$ cat src/design/assert_macros.svh
// ----------------------------------------------------------------------------
// assertion macros
// concurrent checks on clk_i, with and without the reset guard
// ----------------------------------------------------------------------------
`ifndef ASSERT_MACROS_SVH
`define ASSERT_MACROS_SVH

// check that is skipped while rst_ni is low
`define PRR_ASSERT(lbl, prop, msg) \
  lbl: assert property (@(posedge clk_i) disable iff (!rst_ni) prop) else $error(msg);

// check that also holds during reset
`define PRR_ASSERT_ALWAYS(lbl, prop, msg) \
  lbl: assert property (@(posedge clk_i) prop) else $error(msg);

`endif

$ cat src/design/prr_pkg.sv
// ----------------------------------------------------------------------------
// prr_pkg
// shared sizes, codes and controller/datapath interface types
// ----------------------------------------------------------------------------
`timescale 1ns / 1ps

package prr_pkg;

  localparam int MAX_USERS  = 8;
  localparam int FIFO_DEPTH = 16;
  localparam int NFIFO      = 2 * MAX_USERS;

  localparam int SLOT_W = $clog2(MAX_USERS);
  localparam int FIFO_W = SLOT_W + 1;
  localparam int LEN_W  = $clog2(MAX_USERS + 1);
  localparam int PTR_W  = $clog2(FIFO_DEPTH);
  localparam int FILL_W = $clog2(FIFO_DEPTH + 1);
  localparam int ADDR_W = $clog2(NFIFO * FIFO_DEPTH);

  typedef logic [SLOT_W-1:0] slot_t;
  typedef logic [FIFO_W-1:0] fifo_t;
  typedef logic [LEN_W-1:0]  len_t;
  typedef logic [PTR_W-1:0]  ptr_t;
  typedef logic [FILL_W-1:0] fill_t;
  typedef logic [ADDR_W-1:0] addr_t;

  typedef enum logic [1:0] {
    OP_ADD    = 2'd0,
    OP_SERVE  = 2'd1,
    OP_CANCEL = 2'd2
  } op_e;

  typedef enum logic [2:0] {
    ST_OK         = 3'd0,
    ST_EMPTY      = 3'd1,
    ST_UNKNOWN    = 3'd2,
    ST_FIFO_FULL  = 3'd3,
    ST_TABLE_FULL = 3'd4
  } status_e;

  // controller to datapath
  typedef struct packed {
    logic capture;
    logic lookup;
    logic exec;
    logic pop;
    logic load_out;
  } cmd_t;

  // datapath to controller
  typedef struct packed {
    logic will_pop;
    logic out_free;
  } sts_t;

endpackage

$ cat src/design/prr_ctrl.sv
// ----------------------------------------------------------------------------
// prr_ctrl
// sequencer that steps one transaction through lookup, execute, an optional pop and output
// ----------------------------------------------------------------------------
`timescale 1ns / 1ps

module prr_ctrl import prr_pkg::*; (
  input  logic clk_i,
  input  logic rst_ni,
  input  logic in_valid_i,
  output logic in_ready_o,
  input  sts_t sts_i,
  output cmd_t cmd_o
);

  typedef enum logic [4:0] {
    S_IDLE   = 5'b00001,
    S_LOOKUP = 5'b00010,
    S_EXEC   = 5'b00100,
    S_POP    = 5'b01000,
    S_DONE   = 5'b10000
  } state_e;

  state_e state_q, state_d;

  always_comb begin
    state_d    = state_q;
    cmd_o      = '0;
    in_ready_o = 1'b0;
    unique case (state_q)
      S_IDLE: begin
        in_ready_o = 1'b1;
        if (in_valid_i) begin
          cmd_o.capture = 1'b1;
          state_d       = S_LOOKUP;
        end
      end
      S_LOOKUP: begin
        cmd_o.lookup = 1'b1;
        state_d      = S_EXEC;
      end
      S_EXEC: begin
        cmd_o.exec = 1'b1;
        state_d    = sts_i.will_pop ? S_POP : S_DONE;
      end
      S_POP: begin
        cmd_o.pop = 1'b1;
        state_d   = S_DONE;
      end
      S_DONE: begin
        if (sts_i.out_free) begin
          cmd_o.load_out = 1'b1;
          state_d        = S_IDLE;
        end
      end
      default: state_d = S_IDLE;
    endcase
  end

  always_ff @(posedge clk_i or negedge rst_ni) begin
    if (!rst_ni) begin
      state_q <= S_IDLE;
    end else begin
      state_q <= state_d;
    end
  end

endmodule

$ cat config.mk
export PLATFORM = sky130hd
export DESIGN_NAME = prr_ctrl
export DESIGN_NICKNAME = d
export VERILOG_FILES = /design/src/design/assert_macros.svh /design/src/design/prr_pkg.sv /design/src/design/prr_ctrl.sv
export SDC_FILE = /design/constraint.sdc
export NUM_CORES = 1
export LEC_CHECK = 0
export BUFFER_PORTS_ARGS = -buffer_cell sky130_fd_sc_hd__clkbuf_2
export CAP_MARGIN = 20
export CORE_AREA = 4 4 41 43
export CTS_CLUSTER_SIZE = 40
export DETAILED_ROUTE_END_ITERATION = 6
export DIE_AREA = 0 0 45 47
export GPL_TIMING_DRIVEN = 0
export PLACE_DENSITY = 0.42
export SYNTH_ARGS = -nofsm -noshare
export SYNTH_HDL_FRONTEND = slang
export SYNTH_SLANG_ARGS = --single-unit
$ cat constraint.sdc
create_clock -name clk_i -period 1.37 [get_ports clk_i]
set_clock_uncertainty 0.15 [all_clocks]
set_input_delay 0.137 -clock clk_i [delete_from_list [all_inputs] [get_ports clk_i]]
set_output_delay 0.137 -clock clk_i [all_outputs]
set_load 0.05 [all_outputs]
==> results by group, run 1 <==
Status
  – Status: finished, violations left
  – Violated checks: negative setup slack

Route
  – Vias: 322
  – Antenna-violating nets left: 0
  – Total wire length: between 800 and 900 um
  – 1st-pass router iterations: 3
  – DR iter-0 viols: 6
  – Via-per-instance ratio: 4.74
  – Routed len/inst: about 13 um
  – DRC: 0

CTS
  – Clk slew on worst S/H paths: 40 ps
  – CTS Buf Count: 3
  – TritonCTS clock tree: yes
  – Max Root-Sink Buffers: 2
  – CTS sink cnt: 5
  – CTS root buf: clkbuf_4
  – Clk Latency, worst-skew pair: about 250 ps
  – CTS H-tree lvls: 1

Logic synthesis
  – Synth area leader: dfrtp_1
  – Top cells by area, synth: dfrtp_1 35%, dfstp_2 9.3%, and4b_1 7.1%
  – Syn Area/Cell: approximately 11 um^2
  – Most frequent cells after synthesis: 4 x dfrtp_1, 3 x nor2_1
  – Post-synthesis xor/xnor area fraction: 0
  – Ys Warns: 0
  – Number of distinct library cells after synthesis: 17
  – Primary FF master, synth: dfrtp_1
  – Most frequent cell after synthesis: dfrtp_1
  – Mux share of post-synthesis cell area: 0
  – Main combinational cell family by area after synthesis: simple AND/OR/NAND/NOR gates
  – Adder-cell share of the synthesized area: 0
  – Mapped Cells: 26
  – Share of the synthesized area in the top cell type: 0.354
  – Synth Cell Area: 283 um^2
  – Sequential share of the synthesized area: 0.447
  – FFs w/ async S/R, synth: 1.00
  – Number of synthesized flops with an enable pin: 0
  – Compound-Gate Fraction of Synth Area: 0.0973
  – Yosys reg bits: 5
  – Post-synthesis simple-gate area fraction: 0.438
  – Syn Nets: 31

Place
  – Hpwl dp: roughly 570 um
  – Setup WS pre-CTS: -366 ps
  – Placer Congestion: 0.685
  – Port bufs: 10

Floorplanning
  – Num ports: 11
  – Total die area: 2120 um^2
  – Core area: roughly 1300 um^2
  – Num rows: 13
  – Width of the die: roughly 45 um
  – Initial Util: 0.217
  – Chip Height: 47 um

GRT
  – Total global routing overflow: 0
  – Largest net degree at the start of global routing: 9
  – First-pass GRT wire length: 1440 um
  – Vias in the first global route: 340
  – Total Routing Usage GR: 0.103
  – Initial antenna violation count: 0

Setup path
  – Crit Reg-Reg Endpoint: state_q[3]
  – R2r setup slk: -250 ps
  – Reg2Reg Depth: 5
  – CP endpoint kind: output pin
  – CP max-delay cell: dfrtp_2
  – Arr. time, crit path: 1480 ps
  – Req. time, crit path: 1080 ps
  – Reg-to-Reg Start: state_q[4]
  – CP peak stage delay: roughly 430 ps
  – Critical path fanouts, max: 4
  – Startpoint Class: flop
  – CP top delay family: simple AND/OR/NAND/NOR gates
  – Critical setup path kind: reg -> out
  – Worst-path cell chain: or3b_4, nor3_4, buf_8
  – CP Buf/Inv Count: 1

Timing
  – Tmin final: approximately 1800 ps
  – Final worst slack: -394 ps
  – Slew HR: 0.792
  – # setup viols final: 9
  – Hold Fails Final Rpt: 0
  – Actual slew at the worst max-slew pin: 312 ps
  – Fin Hold WS: 30.2 ps
  – Slew Viols, Final: 0
  – Max Clock Freq: approximately 0.57 GHz
  – Final period util: 1.29
  – RSZ-0062 raised after global routing: yes

Cells and area
  – Layout cells sized above 1: 0.830
  – Largest Register: state_q
  – FILL cells: between 100 and 150
  – Final Net Count: 59
  – Max reg flops: 5
  – N_diodes: 0
  – Layout Utilization: 0.495
  – Area grow syn2layout: 128%
  – Largest regs: state_q x5

Min path
  – Hold Path Class: in -> reg
  – Hold wc startpoint: in_valid_i
  – Worst hold path depth: 2
  – Hold Crit Endpoint: state_q[1]

Job
  – Max-Cap Viols: 0

Power
  – Power Dens Cells: between 1500 and 2000 nW/um^2
  – Int Pwr: slightly below 700 uW
  – Net switching power: 519 uW
  – Lkg Pwr: roughly 0.28 nW
  – Seq pwr share: 0.238
  – Worst vdd ir: between 0.001 and 0.0015 V
  – Clock power share: 0.152
  – Logic pwr share: 0.610
  – Sw Share: 0.434
-- power by group through the flow --
stage / Sequential, mW / Combinational [mW] / Clock [mW]
floorplan: 0.252 / 0.357 / 0
detailed placement: 0.266 / 0.433 / 0
CTS: 0.284 / 0.685 / 0.183
global placement: 0.265 / 0.429 / 0
global route: 0.295 / 0.766 / 0.187
finish: 0.284 / 0.728 / 0.182
-- layer usage --
layer / up-vias / GRT usage / routed length [um]
met1: 156 / 0.0998 / 305
met5: - / 0 / 0
li1: 154 / - / -
met2: 9 / 0.175 / 508
met4: 0 / 0.123 / 29
met3: 3 / 0.0153 / 30
-- cell type report --
cell class                 instances  area [um^2]  share of cell area
clock buffer                       4         26.3              0.0408
timing repair buffer              24          236               0.367
tap                               15         18.8              0.0291
multi-input combinational         20          231               0.359
sequential                         5          131               0.204
-- layout by cell type, fill, tap and decap left out, types with 2 or more instances in the layout --
cell           synthesis  layout
dfrtp_2                0       4
or3b_4                 0       2
clkbuf_2               1       4
buf_6                  0       5
clkbuf_8               0       2
dlygate4sd3_1          0       2
buf_4                  0       7
nor4_4                 0       2
nor3_4                 1       2
clkbuf_4               0       3
buf_8                  0       4
-- metrics by stage --
stage                     cell area, um^2  power, mW  instances  TNS, ps
after floorplan                       327      0.610         26    -1310
after global placement                395      0.694         51    -1650
after detailed placement              395      0.699         51    -1770
after CTS                             612       1.15         67    -1980
after global routing                  644       1.25         68    -2740
final                                 644       1.19         68    -2220
-- worst max path at each step --
stage	start	endpoint	slack (ps)	cells after the start
after floorplan	state_q[2]	state_q[3]	-370	3
after global placement	state_q[2]	cmd_o[4]	-380	3
after detailed placement	state_q[2]	cmd_o[4]	-370	3
after CTS	state_q[4]	cmd_o[2]	-380	3
after global routing	state_q[4]	cmd_o[2]	-440	3
final	state_q[4]	cmd_o[2]	-390	3
-- timing repair --
item | 4_1_cts | 5_1_grt
setup buffers | 11 | 1
pin swaps | 7 | 5
gates resized for setup | 23 | 10
gates cloned | 0 | 0
setup endpoints to repair | 9 | 9
endpoints found under the hold margin | 6 | 0
hold buffers | 2 | 0
-- kinds of logic after synthesis --
kind of cell           count (synthesis)
AND/OR/NAND/NOR                       17
buffers and inverters                  1
AO/OA/AOI/OAI                          3
flip-flops                             5
Note: power is estimated with default switching activity, not from simulation.
==> run 2, diff against run 1 <==
- SETUP_SLACK_MARGIN: unset -> 0.4
==> run 2 against run 1 <==
Net effect: the flow still finishes with violations (negative setup slack); count of clock-buffer cells in the layout unchanged; non-clock buffer count fell by 1; sequential share of layout area is 0.15 points lower; sequential power down 15%; maximum frequency grew 2.6%; flip-flop and latch count is the same; total power rose by 3.0%; final cell count shrank 1.5%; first-iteration DRC count shrank 67%; die area stayed put; critical endpoint unchanged; largest power group unchanged.
==> results by group, run 2 (synthesis results as in run 1) <==
Power
  – Int Pwr: 711 uW (+5.2%)
  – Lkg Pwr: 0.277 nW (-0.64%)
  – Seq pwr share: 0.197 (-0.041)
  – Clock power share: 0.140 (-0.012)
  – Sw Share: 0.423 (-0.0118)
  – Power Dens Cells: 1910 nW/um^2 (+3.2%)
  – Total Power: 1.23 mW (+3.0%)
  – Net switching power: 520 uW (+0.22%)
  – Worst vdd ir: 0.000922 V (-16%)
  – Logic pwr share: 0.663 (+0.053)

Cells and area
  – Layout cells sized above 1: 0.769 (-0.0610)
  – Commonest non-fill, non-tap cell in the layout: buf_4
  – Largest regs: state_q x5
  – Final Net Count: 58 (-1.7%)
  – Most frequent cells in the layout: 7 x buf_4, 4 x buf_8, 4 x clkbuf_2
  – Area grow syn2layout: 127%
  – Largest Register: state_q
  – Max reg flops: 5 (unchanged)
  – N_diodes: 0 (unchanged)

Timing
  – Final period util: 1.25 (-0.0328)
  – # setup viols final: 9 (unchanged)
  – Final worst slack: -349 ps (+45.0 ps)
  – Fin Hold WS: 48.7 ps (+18.6 ps)
  – Actual slew at the worst max-slew pin: 265 ps (-46.9 ps)
  – Slew Viols, Final: 0 (unchanged)
  – Slew HR: 0.823 (+0.0317)
  – RSZ-0062 raised after global routing: yes
  – Hold Fails Final Rpt: 0 (unchanged)
  – Tmin final: 1720 ps (-45.0 ps)
  – Max Clock Freq: 0.582 GHz (+2.6%)

Min path
  – Hold Path Class: in -> reg

Floorplanning
  – Num ports: 11 (unchanged)
  – Total die area: 2120 um^2 (unchanged)
  – Initial Util: 0.217 (unchanged)
  – Width of the die: 45 um (unchanged)
  – Num rows: 13 (unchanged)
  – Chip Height: 47 um (unchanged)
  – Core area: 1300 um^2 (unchanged)

CTS
  – TritonCTS clock tree: yes
  – CTS Buf Count: 3 (unchanged)
  – Clk Latency, worst-skew pair: 240 ps (about the same)
  – CTS H-tree lvls: 1 (unchanged)
  – CTS root buf: clkbuf_4
  – Clk slew on worst S/H paths: 40 ps (about the same)
  – Max Root-Sink Buffers: 2 (unchanged)
  – CTS sink cnt: 5 (unchanged)

Setup path
  – CP max-delay cell: dfrtp_2
  – Req. time, crit path: 1080 ps (about the same)
  – Arr. time, crit path: 1430 ps (-50 ps)
  – R2r setup slk: -140 ps (+110 ps)
  – CP peak stage delay: 430 ps (about the same)
  – Critical setup path kind: reg -> out
  – Startpoint Class: flop
  – Critical path fanouts, max: 4 (unchanged)
  – Worst-path cell chain: or3b_4, nor3_4, buf_8
  – CP endpoint kind: output pin

Place
  – Hpwl dp: 506 um (-11%)
  – Port bufs: 10 (unchanged)
  – Placer Congestion: 0.669 (-2.4%)

Route
  – DR iter-0 viols: 2 (-4)
  – DRC: 0 (unchanged)
  – Via-per-instance ratio: 4.63 (-2.3%)
  – Routed len/inst: 13.6 um (+5.4%)
  – Total wire length: 908 um (+3.9%)
  – 1st-pass router iterations: 4 (+1)
  – Vias: 310 (-3.7%)
  – Antenna-violating nets left: 0 (unchanged)

GRT
  – Total global routing overflow: 0 (unchanged)
  – First-pass GRT wire length: 1300 um (-9.1%)
  – Initial antenna violation count: 0 (unchanged)
  – Total Routing Usage GR: 0.0875 (-0.0159)
  – Largest net degree at the start of global routing: 8 (-1)
  – Vias in the first global route: 329 (-3.2%)

Job
  – Max-Cap Viols: 0 (unchanged)

Status
  – Status: finished, violations left
  – Violated checks: negative setup slack
[run 2: metal layers]
layer | global-route usage | wire length (um)
met5 | 0 | 0
met4 | 0.0702 | 15
met1 | 0.0928 | 329
met2 | 0.153 | 524
met3 | 0.0153 | 38
[run 2: what timing repair did]
action	CTS	global route
pin swaps	5	5
setup buffers	8	2
endpoints found under the setup margin	11	11
hold buffers	2	0
hold endpoints to repair	6	0
resized for setup	21	8
[run 2: final timing paths]
path	startpoint	to	depth (start not counted)
worst max-delay path	state_q[4]	cmd_o[2]	3
min in group asynchronous	rst_ni	state_q[1]	2
worst min register to register	state_q[1]	state_q[2]	2
worst max register to register	state_q[4]	state_q[3]	4
worst min-delay path	in_valid_i	state_q[1]	2
max in group asynchronous	rst_ni	state_q[0]	2
[run 2: power by group through the flow]
| stage | clock, mW | combinational (mW) | sequential, mW |
|---|---|---|---|
| 2_1_floorplan | 0 | 0.357 | 0.252 |
| 3_3_place_gp | 0 | 0.429 | 0.265 |
| 3_5_place_dp | 0 | 0.426 | 0.264 |
| 4_1_cts | 0.170 | 0.728 | 0.239 |
| 5_1_grt | 0.184 | 0.843 | 0.250 |
| 6_report | 0.173 | 0.815 | 0.242 |
[run 2: area by class of cell]
cell class                 instances  area [um^2]
buffer                             1         15.0
multi-input combinational         20          231
tap                               15         18.8
fill                             127          658
clock buffer                       4         26.3
timing repair buffer              22          221
sequential                         5          130
[run 2: per-stage QoR]
step / TNS, ps / std cells / util / area (um^2) / worst slack [ps]
finish: -1940 / 67 / 0.494 / 643 / -349
CTS: -1950 / 65 / 0.465 / 606 / -362
global route: -2410 / 67 / 0.494 / 643 / -395
global placement: -1600 / 51 / 0.304 / 395 / -357
floorplan: -1310 / 26 / - / 327 / -373
detailed placement: -1570 / 51 / 0.304 / 395 / -343
[run 2: critical path, delay by kind of cell (launching register included)]
family,cells,cell delay (ps)
AND/OR/NAND/NOR,2,590
flip-flops,1,430
buffers and inverters,1,170
